**src/hdl/hacc_pkg.sv**
```systemverilog
// shared types and constants for the histogram accumulator
package hacc_pkg;

   localparam int VALUE_BITS_DEF = 16;
   localparam int BIN_DEPTH_DEF  = 256;
   localparam int COUNT_BITS_DEF = 32;

   localparam logic [15:0] BIN_WIDTH_RST   = 16'd1;
   localparam logic [15:0] LOWER_LIMIT_RST = 16'd0;
   localparam logic [15:0] UPPER_LIMIT_RST = 16'd255;

   localparam logic [1:0] CSR_BIN_WIDTH   = 2'd0;
   localparam logic [1:0] CSR_LOWER_LIMIT = 2'd1;
   localparam logic [1:0] CSR_UPPER_LIMIT = 2'd2;

   localparam logic MODE_ADD  = 1'b0;
   localparam logic MODE_READ = 1'b1;

   typedef struct packed {
      logic        mode;
      logic [15:0] sample;
      logic [7:0]  bin_index;
   } req_type;

   typedef struct packed {
      logic        out_of_range;
      logic [31:0] sample_count;
      logic [15:0] smallest_seen;
      logic [15:0] largest_seen;
      logic [63:0] value_sum;
      logic [63:0] square_sum;
      logic [31:0] bin_count;
   } rsp_type;

   // classified command handed from front to back
   typedef struct packed {
      logic        reject;
      logic        mode;
      logic [15:0] sample;
      logic [16:0] bin;
   } cmd_type;

endpackage

```
**src/hdl/hacc_queue.sv**
```systemverilog
// two entry queue between front and back
module hacc_queue (
   input  logic              clock,
   input  logic              reset,
   input  logic              in_valid,
   output logic              in_ready,
   input  hacc_pkg::cmd_type in_data,
   output logic              out_valid,
   input  logic              out_ready,
   output hacc_pkg::cmd_type out_data
);
   hacc_pkg::cmd_type mem_ff [2];
   logic       wr_ff, rd_ff;
   logic [1:0] cnt_ff;
   logic       push, pop;

   assign in_ready  = cnt_ff != 2'd2;
   assign out_valid = cnt_ff != 2'd0;
   assign push = in_valid && in_ready;
   assign pop  = out_valid && out_ready;
   assign out_data = mem_ff[rd_ff];

   always_ff @(posedge clock) begin
      if (reset) begin
         wr_ff  <= 1'b0;
         rd_ff  <= 1'b0;
         cnt_ff <= 2'd0;
      end else begin
         if (push) wr_ff <= ~wr_ff;
         if (pop) rd_ff <= ~rd_ff;
         cnt_ff <= cnt_ff + {1'b0, push} - {1'b0, pop};
      end
      if (push) mem_ff[wr_ff] <= in_data;
   end
endmodule

```
**config.mk**
```make
export PLATFORM = sky130hd
export DESIGN_NAME = hacc_queue
export DESIGN_NICKNAME = d
export VERILOG_FILES = /design/src/hdl/hacc_pkg.sv /design/src/hdl/hacc_queue.sv
export SDC_FILE = /design/constraint.sdc
export NUM_CORES = 1
export LEC_CHECK = 0
export ABC_AREA = 1
export BUFFER_PORTS_ARGS = -buffer_cell sky130_fd_sc_hd__clkbuf_2
export CAP_MARGIN = 20
export CORE_ASPECT_RATIO = 1.25
export CORE_MARGIN = 5
export CORE_UTILIZATION = 46
export DETAILED_ROUTE_END_ITERATION = 10
export PLACE_DENSITY = 0.71
export SLEW_MARGIN = 20
export SYNTH_ARGS = -nofsm -noshare
export SYNTH_HDL_FRONTEND = slang
export SYNTH_SLANG_ARGS = --single-unit
```
**constraint.sdc**
```tcl
create_clock -name clock -period 3.3 [get_ports clock]
set_input_delay 0.33 -clock clock [delete_from_list [all_inputs] [get_ports clock]]
set_output_delay 0.33 -clock clock [all_outputs]
set_load 0.02 [all_outputs]
```
==> results.yml <==
floorplanning:
  core_mm2: 0.00617
  fp-row-count: 32
  num_io_pins: 76
  die_h_um: 99.1
  die-area_mm2: 0.00806
  initial_core_util: 0.474
  die_x_um: 81.3
synthesis:
  avgSynthCellArea_um2: 20.0
  synth-compound-area-share: 0.00342
  synth-xor-area-share: 0
  ys_types: 12
  synthAdderAreaFrac: 0.00856
  syn-num-nets: 187
  synthSimpleGateAreaFrac: 0.0270
  yosys_register_bits: 75
  yosysWarnings: 0
  seq_area_frac_synth: 0.753
  synth.area.mux_share: 0.173
  synth_top_family_by_area: "multiplexers"
  syn_inst: 146
  synth_area_mm2: 0.00292
pwr:
  p_sw_frac: 0.290
  p_leak_nw: 1.47
  p_int_w: 0.00199
  ir_worst_vdd_uv: 485
  power_density_mw_per_mm2: 781
  comb_power_share: 0.278
  p_clk_frac: 0.261
  power.share.sequential: 0.461
  p_switching_w: 0.000816
worst_setup_path:
  startpoint_type: "register"
  worst-path-stages: 3
  critPathMaxStageDelay_ns: 0.84
  cp-end-kind: "output port"
  worstSetupPathType: "register to output port"
  critPathBufInv: 2
  arrival_ns: 2.02
  cpLargestDelayFamily: "flip-flops"
  crit_required_ns: 2.97
  r2r_cells: 5
  path_max_fanout: 25
  crit_chain: "buf_4 -> mux2_4 -> clkbuf_2"
  cp_slowest_cell: "dfxtp_2"
clock_tree:
  clk_latency_ns: 0.34
  h-tree-depth: 3
  cts_tree: "built"
  ctsResizeCount: 0
  clock-sinks: 75
  cts_buffer_depth: 2
  cts-root-buf: "clkbuf_8"
  postCtsSetupRepairBufs: 0
  cts_buffers: 9
  cts_hold_buf: 0
  cts.reportedPaths.clkPinSlew_ns: 0.07
finish:
  drive_gt1_frac: 0.547
  fin_util: 0.583
  fin_nets: 272
  diodes: 0
  design_area_mm2: 0.00359
  area_delta_synth_final_pct: 22.9
sta:
  drv_slew: 0
  fin_setup_tns_ns: 0
  worst_pin_slew_ns: 0.794
  finalCriticalPeriod_ns: 2.35
  finalCritPeriodShare: 0.713
  whs_ns: 0.162
  finalSetupViolCount: 0
  hold_viol_final: 0
  relSlewSlack: 0.470
  skew_ns: 0.0112
  rsz0062_at_grt: "no"
  fmax_mhz: 425
worst_hold_path:
  whs_path_depth: 2
  hold_class: "primary input to register"
run:
  cap_viol_max_count: 0
route:
  routedWlPerCell_um: 15.6
  vias: 1473
  firstDrtPassIters: 4
  detail_route.iter0.violations: 85
  drc: 0
  wl_um: 5020
  ant_nets: 0
  viasPerCell: 4.59
grt:
  first_global_vias: 1603
  track_usage: 0.135
  antenna_found_initial: 0
  grt_pass1_wl_um: 7730
  grt_overflow: 0
  grt_max_degree: 36
placed_design:
  gp_congestion: 0.736
  place_hpwl_um: 3520
  dpl-instance-area_mm2: 0.00336
  io_buffers: 75
status:
  outcome: "complete, no violations"
-- sequential cells by signal, indices dropped and copies added, names as in the netlist, named ones only --
register and flops:
cnt_ff 2, wr_ff 1, rd_ff 1, mem_ff 70
-- power by group through the flow --
| stage | Combinational, W | Clock (W) | Sequential (W) |
|---|---|---|---|
| final | 0.000782 | 0.000732 | 0.00129 |
| after global routing | 0.000846 | 0.000792 | 0.00131 |
| after CTS | 0.000781 | 0.000754 | 0.00130 |
| after detailed placement | 0.000779 | 0 | 0.00132 |
| after global placement | 0.000767 | 0 | 0.00131 |
| after floorplan | 0.000644 | 0 | 0.00126 |
-- metrics by stage --
| step | total power, W | instances | worst slack (ns) |
|---|---|---|---|
| 3_3_place_gp | 0.00208 | 304 | 1.29 |
| 5_1_grt | 0.00295 | 321 | 0.844 |
| 3_5_place_dp | 0.00210 | 304 | 1.25 |
| 6_report | 0.00281 | 321 | 0.948 |
| 4_1_cts | 0.00284 | 320 | 0.880 |
| 2_1_floorplan | 0.00190 | 146 | 0.686 |
-- path summary, 6_finish.rpt --
kind                             start                       to  slack (ns)
setup / recovery              register              out_data[5]        0.95
hold / removal                   reset     cnt_ff[0]$_SDFF_PP0_        0.16
setup reg to reg  cnt_ff[0]$_SDFF_PP0_  mem_ff[1][30]$_DFFE_PP_        1.51
hold reg to reg     rd_ff$_SDFFE_PP0P_                 register        0.54
-- cells in the final DEF, fill, tap and decap left out, types with 2 or more instances in the layout --
master	netlist	routed
clkbuf_8	0	13
buf_4	0	2
edfxtp_1	70	70
a21oi_1	2	2
dfxtp_1	5	4
mux2_4	30	30
clkbuf_1	0	2
ha_1	2	2
nor2_1	9	8
clkbuf_2	0	75
nand3_1	3	3
mux2_2	5	5
nand2_1	8	8
inv_1	8	8
-- area by class of cell --
cell class,count,area (um2)
clock inverter,1,30.0
multi-input combinational,59,628
clock buffer,15,186
tap,85,106
inverter,8,30.0
sequential,75,2200
timing repair buffer,78,410
fill,520,2570
-- cell usage after synthesis, drive strengths merged --
| cell type | count | area, um2 |
|---|---|---|
| a21oi | 2 | 10.0 |
| buf | 4 | 71.3 |
| dfxtp | 5 | 100 |
| edfxtp | 70 | 2100 |
| ha | 2 | 25.0 |
| inv | 8 | 30.0 |
| mux2 | 35 | 507 |
| nand2 | 8 | 30.0 |
| nand3 | 3 | 15.0 |
| nor2 | 9 | 33.8 |
-- metal layers --
layer	up-vias	global-route usage	wire, um
met1	700	0.125	1780
met5	-	0	0
li1	719	-	-
met4	0	0.0754	95
met2	45	0.239	2730
met3	9	0.0571	407
-- kinds of logic (layout without fill, tap and decap cells) --
logic type               count (synthesis)  in the layout
adder cells (fa/ha/maj)                  2              2
AND/OR/NAND/NOR                         20             20
flip-flops                              75             75
buffers and inverters                   12            102
multiplexers                            35             35
AO/OA/AOI/OAI                            2              2
(Power assumes the default switching activity.)
