$ cat src/hdl/hacc_pkg.sv
// shared types and constants for the histogram accumulator
package hacc_pkg;

   localparam int VALUE_BITS_DEF = 16;
   localparam int BIN_DEPTH_DEF  = 256;
   localparam int COUNT_BITS_DEF = 32;

   localparam logic [15:0] BIN_WIDTH_RST   = 16'd1;
   localparam logic [15:0] LOWER_LIMIT_RST = 16'd0;
   localparam logic [15:0] UPPER_LIMIT_RST = 16'd255;

   localparam logic [1:0] CSR_BIN_WIDTH   = 2'd0;
   localparam logic [1:0] CSR_LOWER_LIMIT = 2'd1;
   localparam logic [1:0] CSR_UPPER_LIMIT = 2'd2;

   localparam logic MODE_ADD  = 1'b0;
   localparam logic MODE_READ = 1'b1;

   typedef struct packed {
      logic        mode;
      logic [15:0] sample;
      logic [7:0]  bin_index;
   } req_type;

   typedef struct packed {
      logic        out_of_range;
      logic [31:0] sample_count;
      logic [15:0] smallest_seen;
      logic [15:0] largest_seen;
      logic [63:0] value_sum;
      logic [63:0] square_sum;
      logic [31:0] bin_count;
   } rsp_type;

   // classified command handed from front to back
   typedef struct packed {
      logic        reject;
      logic        mode;
      logic [15:0] sample;
      logic [16:0] bin;
   } cmd_type;

endpackage

$ cat src/hdl/hacc_front.sv
// front end: limit check and iterative bin index division
module hacc_front #(
   parameter int VALUE_BITS = hacc_pkg::VALUE_BITS_DEF,
   parameter int BIN_DEPTH  = hacc_pkg::BIN_DEPTH_DEF
) (
   input  logic              clock,
   input  logic              reset,
   input  logic              start,
   output logic              busy,
   input  hacc_pkg::req_type req_data,
   input  logic [15:0]       bin_width,
   input  logic [15:0]       lower_limit,
   input  logic [15:0]       upper_limit,
   output logic              cmd_valid,
   output hacc_pkg::cmd_type cmd_data,
   input  logic              cmd_ready
);
   typedef enum logic [2:0] {
      ST_IDLE = 3'b001,
      ST_DIV  = 3'b010,
      ST_PUSH = 3'b100
   } state_type;

   localparam logic [15:0] VMASK = 16'((17'd1 << VALUE_BITS) - 17'd1);

   state_type   state_ff, state_in;
   logic [4:0]  step_ff, step_in;
   logic [15:0] quo_ff, quo_in;
   logic [16:0] rem_ff, rem_in;
   hacc_pkg::cmd_type cmd_ff, cmd_in;
   logic [15:0] v;
   logic [16:0] trial;

   assign v = req_data.sample & VMASK;
   assign trial = {rem_ff[15:0], quo_ff[15]};

   always_comb begin
      state_in = state_ff;
      step_in  = step_ff;
      quo_in   = quo_ff;
      rem_in   = rem_ff;
      cmd_in   = cmd_ff;
      unique case (state_ff)
         ST_IDLE: begin
            if (start) begin
               cmd_in.mode   = req_data.mode;
               cmd_in.sample = v;
               cmd_in.bin    = {9'd0, req_data.bin_index};
               cmd_in.reject = 1'b0;
               if (req_data.mode == hacc_pkg::MODE_READ) begin
                  cmd_in.reject = 32'(req_data.bin_index) >= 32'(BIN_DEPTH);
                  state_in = ST_PUSH;
               end else if (v < lower_limit || v > upper_limit || bin_width == 16'd0) begin
                  cmd_in.reject = 1'b1;
                  state_in = ST_PUSH;
               end else begin
                  quo_in   = v - lower_limit;
                  rem_in   = '0;
                  step_in  = '0;
                  state_in = ST_DIV;
               end
            end
         end
         ST_DIV: begin
            // restoring division, one quotient bit a cycle
            if (trial >= {1'b0, bin_width}) begin
               rem_in = trial - {1'b0, bin_width};
               quo_in = {quo_ff[14:0], 1'b1};
            end else begin
               rem_in = trial;
               quo_in = {quo_ff[14:0], 1'b0};
            end
            step_in = step_ff + 5'd1;
            if (step_ff == 5'd15) begin
               cmd_in.bin    = {1'b0, quo_in};
               cmd_in.reject = 32'(quo_in) >= 32'(BIN_DEPTH);
               state_in = ST_PUSH;
            end
         end
         ST_PUSH: begin
            if (cmd_ready) state_in = ST_IDLE;
         end
         default: state_in = ST_IDLE;
      endcase
   end

   always_ff @(posedge clock) begin
      if (reset) begin
         state_ff <= ST_IDLE;
      end else begin
         state_ff <= state_in;
      end
      step_ff <= step_in;
      quo_ff  <= quo_in;
      rem_ff  <= rem_in;
      cmd_ff  <= cmd_in;
   end

   assign busy      = state_ff != ST_IDLE;
   assign cmd_valid = state_ff == ST_PUSH;
   assign cmd_data  = cmd_ff;
endmodule

$ cat config.mk
export PLATFORM = sky130hd
export DESIGN_NAME = hacc_front
export DESIGN_NICKNAME = d
export VERILOG_FILES = /design/src/hdl/hacc_pkg.sv /design/src/hdl/hacc_front.sv
export SDC_FILE = /design/constraint.sdc
export NUM_CORES = 1
export LEC_CHECK = 0
export ABC_AREA = 1
export BUFFER_PORTS_ARGS = -buffer_cell sky130_fd_sc_hd__buf_2
export CORE_ASPECT_RATIO = 1.5
export CORE_MARGIN = 2
export CORE_UTILIZATION = 56
export DETAILED_ROUTE_END_ITERATION = 10
export PLACE_DENSITY_LB_ADDON = 0.05
export REMOVE_ABC_BUFFERS = 1
export SETUP_SLACK_MARGIN = 0.5
export SLEW_MARGIN = 20
export SYNTH_ARGS = -nofsm -noshare
export SYNTH_HDL_FRONTEND = slang
export SYNTH_SLANG_ARGS = --single-unit
$ cat constraint.sdc
create_clock -name clock -period 6 [get_ports clock]
set_input_delay 0.9 -clock clock [delete_from_list [all_inputs] [get_ports clock]]
set_output_delay 0.9 -clock clock [all_outputs]
set_load 0.1 [all_outputs]
==> summary.txt, run 1 <==
Status
  – Status: completed

Worst setup path
  – Worst EP arrival: between 3 and 4 ns
  – Reg2reg setup slack: about 3.6 ns
  – Crit start category: primary input
  – Critical path type: in2reg
  – Critical Path Fanout Max: 25
  – Worst r2r path cells: 11
  – Required time of the worst setup path: slightly above 6 ns
  – Worst R2R End: rem_ff[14]$_SDFFCE_PN0P_
  – CP endpoint kind: flip-flop
  – Worst R2R Start: quo_ff[15]$_DFFE_PP_

Cells and area
  – Layout Utilization: 0.6866
  – Synthesis-to-finish area growth: 19.54%
  – Post-Layout Cell Count: between 800 and 900
  – Antenna diode count: 0
  – Share of cells above drive strength 1: 0.1957
  – Nets: 911

Place
  – GPL Wtd Cong: 0.9164
  – Placed Cells: 882
  – HPWL after DPL: 9.602 mm
  – I/O Buffers: approximately 110

Global route
  – Total GRT Usage: 0.2446
  – Vias in the first global route: 4742
  – Global-route wire length before repair: 20.13 mm
  – GRT overflow: 0
  – Antenna violations before repair: 0
  – Largest net degree at the start of global routing: 42

Yosys
  – Multiplexer share of the synthesized area: 0
  – Count leader, synth: nand2_1
  – Adder-Cell Fraction of Synth Area: 0.1252
  – Yosys reg bits: 74
  – Post-synth top area share: 0.4011
  – Synth area leaders: edfxtp_1 (40%), ha_1 (12%), nand2_1 (11%)
  – Synth Area in Compound Gates: 0.1040
  – Ys Warns: 0
  – Synthesized cell area: 5315 sq um
  – Library cell with the largest summed area after synthesis: edfxtp_1
  – Ys async rst share: 0
  – Largest family of logic cells by synthesized area: simple AND/OR/NAND/NOR gates
  – Seq/Total Area, Yosys: 0.4124
  – Synth cell count leaders: nand2_1 (154), inv_1 (121), edfxtp_1 (71), nor2_1 (63), ha_1 (50)
  – Syn Area/Cell: ~8.0 sq um
  – EDFF count, synth: 71
  – Xor/xnor share of the synthesized area: 0.01813
  – Main synth FF type: edfxtp_1
  – Distinct cells, synth: 40
  – Mapped Cells: 665
  – Post-synthesis simple-gate area fraction: 0.2415

Timing
  – Final setup fails: 0
  – Fmax: 301.0 MHz
  – Tcrit/Tclk final: 0.5537
  – Slew @ Worst Pin: 0.5546 ns
  – Tmin final: 3.322 ns
  – Worst rel slew slack: 0.6263
  – Setup TNS: 0 ns
  – RSZ-0062 raised after global routing: false
  – Slew Limit Fails: 0
  – Max Clock Skew: 0.006500 ns
  – Final hold vios: 0

Hold path
  – Hold path endpoint: cmd_data[1]$_DFFE_PP_
  – Hold Crit Start: quo_ff[0]$_DFFE_PP_
  – Hold path cells: 2
  – Worst hold path type: reg2reg

Clock tree
  – Worst skew pair latency: between 0.3 and 0.4 ns
  – CTS tree: built
  – Total CTS buffers: 9
  – Setup Fix Bufs, Post-CTS: 0
  – Worst-path clk slew: 0.06 ns
  – Root Buffer Master: clkbuf_16
  – CTS max path bufs: 2
  – H-tree levels: 3
  – Number of hold buffers added after CTS: 0
  – Clk sinks: 74
  – Resized Gates After CTS: 0

Detailed routing
  – DRT iter0 DRCs: 198
  – DR WL/cell: 13.60 microns
  – Detailed Routing Iterations Pass 1: 4
  – Final WL: between 10 and 15 mm
  – Number of routed nets with antenna violations: 0
  – # DRC: 0
  – Via count: 4692
  – Routed vias/inst: 5.219

Power and ir drop
  – Leak Pwr: 0.003252 uW
  – Power Total: 2269 uW
  – PwrDens: 357.2 nW/um^2
  – Worst VDD drop: about 0.2 mV

Floorplan
  – Die width: 83.55 microns
  – # IOs: around 110
  – Die height: approximately 120 microns
  – Die area: approximately 10000 sq um
  – CORE AREA: 9254 sq um
  – Initial Util: 0.5744
  – Site row count: 43

Run
  – Maximum capacitance violations: 0
## report_power, final
| group | internal [uW] | switching (uW) |
|---|---|---|
| clock network | 376 | 211 |
| logic | 197 | 761 |
| registers | 691 | 33.9 |
| total | 1260 | 1010 |
## flip-flops by register name, summed over array words and instances, names as in the netlist
signal    count
state_ff      3
rem_ff       16
cmd_data     34
quo_ff       16
step_ff       5
## layer usage
layer,part of all wire,global-route usage,wire (microns)
met1,0.38,0.2459,4614
met2,0.54,0.4788,6639
met3,0.040,0.04272,493
met4,0.039,0.1270,478
met5,0,0,0
## cell usage in the layout, fill, tap and decap left out, types with 3 or more instances in the layout
cell type  netlist  final
nand2_2          6      6
ha_1            50     50
nand4_1          5      5
inv_1          121    121
buf_2            2    112
o21ai_0         31     31
nor2_1          63     63
nand2_1        154    154
a21o_1           4      4
or2_2            3      3
o21bai_1         6      6
dfxtp_1          3      3
nand3b_1         6      6
nor3_1          13     13
clkbuf_16        0      9
edfxtp_1        71     71
buf_4            1      4
xnor2_1          9      9
a21oi_2          3      3
nand3_1         39     39
a21oi_1         45     44
## stage by stage
| stage | cell area (sq um) | hold slack, ns | setup slack, ns |
|---|---|---|---|
| 6_report | 6354 | 0.5562 | 2.678 |
| 5_1_grt | 6354 | 0.5921 | 2.424 |
| 4_1_cts | 6326 | 0.5630 | 2.330 |
| 3_5_place_dp | 5997 | 0.5456 | 1.997 |
| 3_3_place_gp | 5997 | 0.5420 | 2.117 |
| 2_1_floorplan | 5249 | 0.5132 | 1.468 |
## area by class of cell
cell class	instances	area (sq um)
Clock buffer	10	239.0
Clock inverter	6	90.09
Fill cell	811	2900
Inverter	121	454.2
Multi-Input combinational cell	459	2620
Sequential cell	74	2192
Tap cell	112	140.1
Timing Repair Buffer	117	618.1
## cell families (layout without fill, tap and decap cells)
group,count (synthesis),count (layout)
xor+xnor,11,11
buf+inv,132,254
flops,74,74
fa+ha+maj,52,52
other cells,1,1
simple gates,297,297
compound gates,98,98
## worst max-delay path, cell delays in order
cell and delay (ns):
buf_2 0.09, inv_1 0.06, ha_1 0.22, fa_1 0.37, inv_1 0.09, nand2_1 0.07, nand2_1 0.08, nand3_1 0.07
nand2_1 0.18, nand2_1 0.08, a21oi_1 0.26, nand3_1 0.17, a21oi_4 0.48, buf_16 0.24
## how the worst max path moves through the flow
stage                                         from                       to  cells past startpoint
final                                  req_data[8]      quo_ff[4]$_DFFE_PP_                     14
after global placement                 req_data[8]  rem_ff[2]$_SDFFCE_PN0P_                     13
after CTS                              req_data[8]      quo_ff[4]$_DFFE_PP_                     13
after floorplan           state_ff[1]$_SDFFE_PP0P_      quo_ff[0]$_DFFE_PP_                      4
after global routing                   req_data[8]      quo_ff[4]$_DFFE_PP_                     14
after detailed placement               req_data[8]  rem_ff[2]$_SDFFCE_PN0P_                     13
Power figures use the tool's default switching activity.
==> inputs of run 2 (changes only) <==
==> constraint.sdc (replaced) <==
create_clock -name clock -period 3.2 [get_ports clock]
set_input_delay 0.48 -clock clock [delete_from_list [all_inputs] [get_ports clock]]
set_output_delay 0.48 -clock clock [all_outputs]
set_load 0.1 [all_outputs]
==> summary.txt, run 2 (synthesis gave the netlist of run 1 again) <==
Worst setup path
  – Worst R2R Start: rem_ff[1]$_SDFFCE_PN0P_ (was quo_ff[15]$_DFFE_PP_)
  – Critical Path Fanout Max: 8 (was 25)
  – CP endpoint kind: flip-flop (unchanged)
  – Reg2reg setup slack: 0.84 ns (was 3.56 ns)
  – Crit path capture: quo_ff[7]$_DFFE_PP_ (was quo_ff[4]$_DFFE_PP_)
  – Crit path max-delay family: adder cells (was compound AO/OA/AOI/OAI gates)
  – Worst r2r path cells: 12 (was 11)
  – Worst EP arrival: 2.56 ns (was 3.36 ns)
  – CP Launch Point: req_data[8] (unchanged)
  – Crit start category: primary input (unchanged)
  – CP most frequent cell: nand2_1 (unchanged)
  – Worst path slowest cell: fa_1 (was a21oi_4)
  – Critical path type: in2reg (unchanged)
  – Worst R2R End: rem_ff[14]$_SDFFCE_PN0P_ (unchanged)
  – CP bufs+invs: 4 (unchanged)
  – Crit path depth: 14 (unchanged)
  – Max incr delay on CP: 0.36 ns (was 0.48 ns)
  – CP Cell Sequence: buf_2, inv_1, ha_1, fa_1, inv_1, nand2_1, nand2_1, nand3_1, nand2_2, nand2_1, a21oi_2, nand3_2, a21oi_4, clkbuf_16 (was buf_2, inv_1, ha_1, fa_1, inv_1, nand2_1, nand2_1, nand3_1, nand2_1, nand2_1, a21oi_1, nand3_1, a21oi_4, buf_16)
  – Required time of the worst setup path: 3.25 ns (was 6.03 ns)

Cells and area
  – Commonest non-fill, non-tap cells in the layout: nand2_1 (153), inv_1 (121), buf_2 (112) (was nand2_1 (154), inv_1 (121), buf_2 (112))
  – Commonest non-fill, non-tap cell in the layout: nand2_1 (unchanged)
  – Antenna diode count: 0 (unchanged)
  – Share of cells above drive strength 1: 0.2020 (was 0.1957)
  – Layout Utilization: 0.6866 (unchanged)
  – Nets: 916 (was 911)
  – Max reg flops: 34 (unchanged)
  – Synthesis-to-finish area growth: 19.54% (unchanged)

Clock tree
  – Worst-path clk slew: 0.06 ns (about the same)
  – CTS tree: built (unchanged)
  – Worst skew pair latency: 0.33 ns (about the same)
  – Number of hold buffers added after CTS: 0 (unchanged)
  – Clk sinks: 74 (unchanged)
  – Root Buffer Master: clkbuf_16 (unchanged)
  – CTS max path bufs: 2 (unchanged)
  – Total CTS buffers: 9 (unchanged)
  – H-tree levels: 3 (unchanged)

Power and ir drop
  – Power Total: 4085 uW (was 2269 uW)
  – Worst VDD drop: 0.4355 mV (was 0.2018 mV)
  – Leak Pwr: 0.003250 uW (was 0.003252 uW)
  – PwrDens: 643.0 nW/um^2 (was 357.2 nW/um^2)

Timing
  – Worst setup margin: 0.6909 ns (was 2.678 ns)
  – Final setup fails: 0 (unchanged)
  – Tcrit/Tclk final: 0.7841
  – Max Clock Skew: 0.004714 ns (was 0.006500 ns)
  – Setup TNS: 0 ns (unchanged)
  – Slew Limit Fails: 0 (unchanged)
  – Final hold vios: 0 (unchanged)
  – Fmax: 398.6 MHz
  – Worst rel slew slack: 0.6552 (was 0.6263)
  – Slew @ Worst Pin: 0.5133 ns (was 0.5546 ns)
  – RSZ-0062 raised after global routing: false (unchanged)
  – Tmin final: about 2.5 ns

Detailed routing
  – Final WL: 12.76 mm (was 12.23 mm)
  – Routed vias/inst: 5.223 (was 5.219)
  – Via count: 4722 (was 4692)
  – DRT iter0 DRCs: 218 (was 198)
  – Detailed Routing Iterations Pass 1: 4 (unchanged)
  – # DRC: 0 (unchanged)
  – DR WL/cell: 14.11 microns (was 13.60 microns)
  – Number of routed nets with antenna violations: 0 (unchanged)

Global route
  – Global-route wire length before repair: 20.68 mm (was 20.13 mm)
  – Largest net degree at the start of global routing: 35 (was 42)
  – GRT overflow: 0 (unchanged)
  – Vias in the first global route: 4822 (was 4742)
  – Total GRT Usage: 0.2529 (was 0.2446)
  – Antenna violations before repair: 0 (unchanged)

Floorplan
  – CORE AREA: 9254 sq um (unchanged)
  – Die width: 83.55 microns (unchanged)
  – # IOs: 114 (unchanged)
  – Die area: 10300 sq um (unchanged)
  – Die height: 123.3 microns (unchanged)
  – Site row count: 43 (unchanged)
  – Initial Util: 0.5744 (unchanged)

Place
  – Setup Slack @ Placement: 0.2946 ns (was 1.997 ns)
  – GPL Wtd Cong: 0.9198 (was 0.9164)
  – I/O Buffers: 112 (unchanged)
  – HPWL after DPL: 10.09 mm (was 9.602 mm)

Run
  – Maximum capacitance violations: 0 (unchanged)

Hold path
  – Hold Crit Start: reset (was quo_ff[0]$_DFFE_PP_)
  – Worst hold path type: in2reg (was reg2reg)

Status
  – Status: completed (unchanged)
## run 2: cell types whose count changed in the layout (fill, tap and decap cells not counted), sizes merged
cell,previous run,this run
clkbuf,10,11
buf,117,121
clkinv,3,4
clkinvlp,1,2
bufinv,2,0
## run 2: timing repair
action                     4_1_cts  5_1_grt
buffers inserted                 0        1
gates resized for setup          0        4
setup endpoints to repair        0       37
## run 2: through the flow
step                hold slack (ns)  cells  cell area [sq um]
CTS                          0.3204    901               6295
global route                 0.3357    904               6354
finish                       0.3327    904               6354
detailed placement           0.5423    885               6032
floorplan                    0.5132    654               5249
global placement             0.5404    885               6032
## run 2: area by class of cell
type	count	area, sq um
multi-input cells	459	2631
repair buffers	122	673.1
well taps	112	140.1
fillers	809	2900
clock inverters	6	33.78
clock buffers	10	229.0
inverters	121	454.2
flip-flops and latches	74	2192
## run 2: metal layers
layer	part of all wire	routed length, microns	vias to the layer above	track usage
met2	0.55	6978	129	0.4934
met1	0.38	4869	2133	0.2595
met4	0.039	499	0	0.1482
met3	0.032	410	34	0.02670
li1	-	-	2426	-
met5	0	0	-	0
## run 2: power by group
part / internal (uW) / total (uW) / switching [uW]
clock: 517 / 896 / 379
combinational: 391 / 1830 / 1440
sequential: 1290 / 1360 / 64.3
total: 2200 / 4090 / 1880
## run 2: worst min path at each step
stage / slack [ns] / to / cells past startpoint
floorplan: 0.51 / cmd_data[1]$_DFFE_PP_ / 2
global route: 0.34 / state_ff[1]$_SDFFE_PP0P_ / 2
finish: 0.33 / state_ff[2]$_SDFFE_PP0P_ / 2
CTS: 0.32 / state_ff[2]$_SDFFE_PP0P_ / 2
global placement: 0.54 / cmd_data[1]$_DFFE_PP_ / 2
detailed placement: 0.54 / quo_ff[1]$_DFFE_PP_ / 2
==> inputs of run 3 (changes only) <==
==> constraint.sdc (replaced) <==
create_clock -name clock -period 2.51 [get_ports clock]
set_input_delay 0.3765 -clock clock [delete_from_list [all_inputs] [get_ports clock]]
set_output_delay 0.3765 -clock clock [all_outputs]
set_load 0.1 [all_outputs]
==> summary.txt, run 3 (synthesis gave the netlist of run 1 again) <==
Worst setup path
  – CP most frequent cell: nor2_1 (was nand2_1)
  – Critical Path Fanout Max: 7 (was 8)
  – Worst EP arrival: 2.27 ns (was 2.56 ns)
  – Critical path type: reg2reg (was in2reg)
  – Max incr delay on CP: 0.43 ns (was 0.36 ns)
  – Worst path slowest cell: edfxtp_1 (was fa_1)
  – Crit start category: flip-flop (was primary input)
  – CP endpoint kind: flip-flop (unchanged)
  – CP Cell Sequence: ha_4, nand2_4, nor2_1, nand4_1, o21ai_2, a21oi_4, buf_12, nand2_8, nand2_2, nand2_1, nor2_1 (was buf_2, inv_1, ha_1, fa_1, inv_1, nand2_1, nand2_1, nand3_1, nand2_2, nand2_1, a21oi_2, nand3_2, a21oi_4, clkbuf_16)
  – Required time of the worst setup path: 2.60 ns (was 3.25 ns)

Timing
  – Final setup fails: 0 (unchanged)
  – Tmin final: between 2 and 2.5 ns
  – Slew Limit Fails: 0 (unchanged)
  – Final hold vios: 0 (unchanged)
  – Tcrit/Tclk final: 0.8719
  – Final hold slack: 0.2285 ns (was 0.3327 ns)
  – Max Clock Skew: 0.004462 ns (was 0.004714 ns)
  – RSZ-0062 raised after global routing: true (was false)
  – Fmax: 456.9 MHz

Floorplan
  – # IOs: 114 (unchanged)
  – Die area: 10300 sq um (unchanged)
  – Die height: 123.3 microns (unchanged)
  – Site row count: 43 (unchanged)
  – Initial Util: 0.5744 (unchanged)
  – CORE AREA: 9254 sq um (unchanged)
  – Die width: 83.55 microns (unchanged)

Clock tree
  – H-tree levels: 3 (unchanged)
  – Total CTS buffers: 9 (unchanged)
  – Root Buffer Master: clkbuf_16 (unchanged)
  – CTS tree: built (unchanged)
  – Worst-path clk slew: 0.06 ns (about the same)
  – CTS max path bufs: 2 (unchanged)
  – Worst skew pair latency: 0.33 ns (about the same)
  – Clk sinks: 74 (unchanged)
  – Number of hold buffers added after CTS: 0 (unchanged)

Cells and area
  – Register Area: 2192 sq um (unchanged)
  – Nets: 960 (was 916)
  – Share of cells above drive strength 1: 0.3457 (was 0.2020)
  – Footprint of the multi-input gates: 3168 sq um (was 2631 sq um)
  – Fill cells: 625 (was 809)
  – Max reg flops: 34 (unchanged)
  – Commonest non-fill, non-tap cell in the layout: nand2_1 (unchanged)
  – Commonest non-fill, non-tap cells in the layout: nand2_1 (124), inv_1 (116), buf_2 (110) (was nand2_1 (153), inv_1 (121), buf_2 (112))
  – Synthesis-to-finish area growth: 39.27% (was 19.54%)
  – Antenna diode count: 0 (unchanged)
  – Finished Cell Area: 7402 sq um (was 6354 sq um)

Power and ir drop
  – Leak Pwr: 0.003589 uW (was 0.003250 uW)
  – Worst VDD drop: 0.5007 mV (was 0.4355 mV)
  – PwrDens: 816.1 nW/um^2 (was 643.0 nW/um^2)

Detailed routing
  – DRT iter0 DRCs: 194 (was 218)
  – Number of routed nets with antenna violations: 0 (unchanged)
  – Final WL: 15.05 mm (was 12.76 mm)
  – Detailed Routing Iterations Pass 1: 5 (was 4)
  – Routed vias/inst: 5.429 (was 5.223)
  – DR WL/cell: 15.88 microns (was 14.11 microns)
  – Via count: 5147 (was 4722)
  – # DRC: 0 (unchanged)

Status
  – Status: completed (unchanged)

Global route
  – Met3 usage: 0.04005 (was 0.02670)
  – Most used routing layer: met2 (unchanged)
  – GRT overflow: 0 (unchanged)
  – Global-route wire length before repair: 23.13 mm (was 20.68 mm)
  – GRT met1 Usage: 0.2824 (was 0.2595)
  – Largest net degree at the start of global routing: 34 (was 35)
  – GRT met2 Usage: 0.5736 (was 0.4934)
  – Vias in the first global route: 5131 (was 4822)
  – Antenna violations before repair: 0 (unchanged)
  – Total GRT Usage: 0.2849 (was 0.2529)

Place
  – HPWL after DPL: 10.06 mm (was 10.09 mm)
  – I/O Buffers: 112 (unchanged)
  – GPL Wtd Cong: 0.9474 (was 0.9198)
  – Cell area after placement: 6100 sq um (was 6032 sq um)

Run
  – Maximum capacitance violations: 0 (unchanged)

Hold path
  – Worst hold path type: in2reg (unchanged)
==> run 3: cell types whose count changed in the layout (fill, tap and decap cells not counted), moves of 6 or more <==
cell / before / now
nand2_1: 153 / 124
buf_4: 6 / 31
nand2_2: 7 / 28
ha_1: 50 / 33
ha_4: 0 / 14
buf_6: 2 / 15
a21oi_1: 43 / 34
nand3_1: 38 / 29
a21oi_2: 4 / 11
nand2_4: 1 / 8
nand3_2: 2 / 9
nor2_1: 63 / 57
==> run 3: metrics by stage <==
step           total power [uW]  std cells  TNS [ns]    util  setup WS [ns]
2_1_floorplan              3585        654    -96.60       -         -2.022
3_3_place_gp               4037        894    -5.713  0.6591        -0.1668
3_5_place_dp               4070        894    -7.361  0.6591        -0.2115
4_1_cts                    5795        938         0  0.7582         0.4047
5_1_grt                    6266        948         0  0.7999         0.2701
6_report                   6041        948         0  0.7999         0.3215
==> run 3: worst max-delay path: cells and delay by family, from the launching register on <==
kind	cells	cell delay [ns]
flip-flops	1	0.43
AO/OA/AOI/OAI	2	0.35
buffers and inverters	1	0.16
AND/OR/NAND/NOR	7	0.68
adder cells (fa/ha/maj)	1	0.32
==> run 3: final timing paths <==
kind	startpoint	end	slack [ns]	depth (start not counted)
hold / removal	reset	state_ff[1]$_SDFFE_PP0P_	0.23	2
setup / recovery	rem_ff[11]$_SDFFCE_PN0P_	rem_ff[5]$_SDFFCE_PN0P_	0.32	11
setup reg to reg	rem_ff[11]$_SDFFCE_PN0P_	rem_ff[5]$_SDFFCE_PN0P_	0.32	11
hold reg to reg	quo_ff[0]$_DFFE_PP_	cmd_data[1]$_DFFE_PP_	0.57	2
==> run 3: what timing repair did <==
action / 4_1_cts / 5_1_grt
pin swaps: 26 / 19
setup endpoints to repair: 78 / 81
cloned: 5 / 3
setup buffers: 23 / 7
resized for setup: 69 / 71
==> run 3: final cells by class <==
class / count / share of cell area
Timing Repair Buffer: 163 / 0.1489
Tap cell: 112 / 0.01893
Clock buffer: 9 / 0.03043
Inverter: 121 / 0.06170
Clock inverter: 7 / 0.01589
Multi-Input combinational cell: 462 / 0.4280
Sequential cell: 74 / 0.2961
==> run 3: routing by layer <==
| metal | share of wire | wire [microns] |
|---|---|---|
| met1 | 0.35 | 5326 |
| met2 | 0.57 | 8527 |
| met3 | 0.037 | 557 |
| met4 | 0.043 | 643 |
| met5 | 0 | 0 |
==> run 3: power by group <==
part	total [uW]	switching, uW	internal (uW)
registers	1750	96.8	1650
clock network	1470	505	969
logic	2820	2040	777
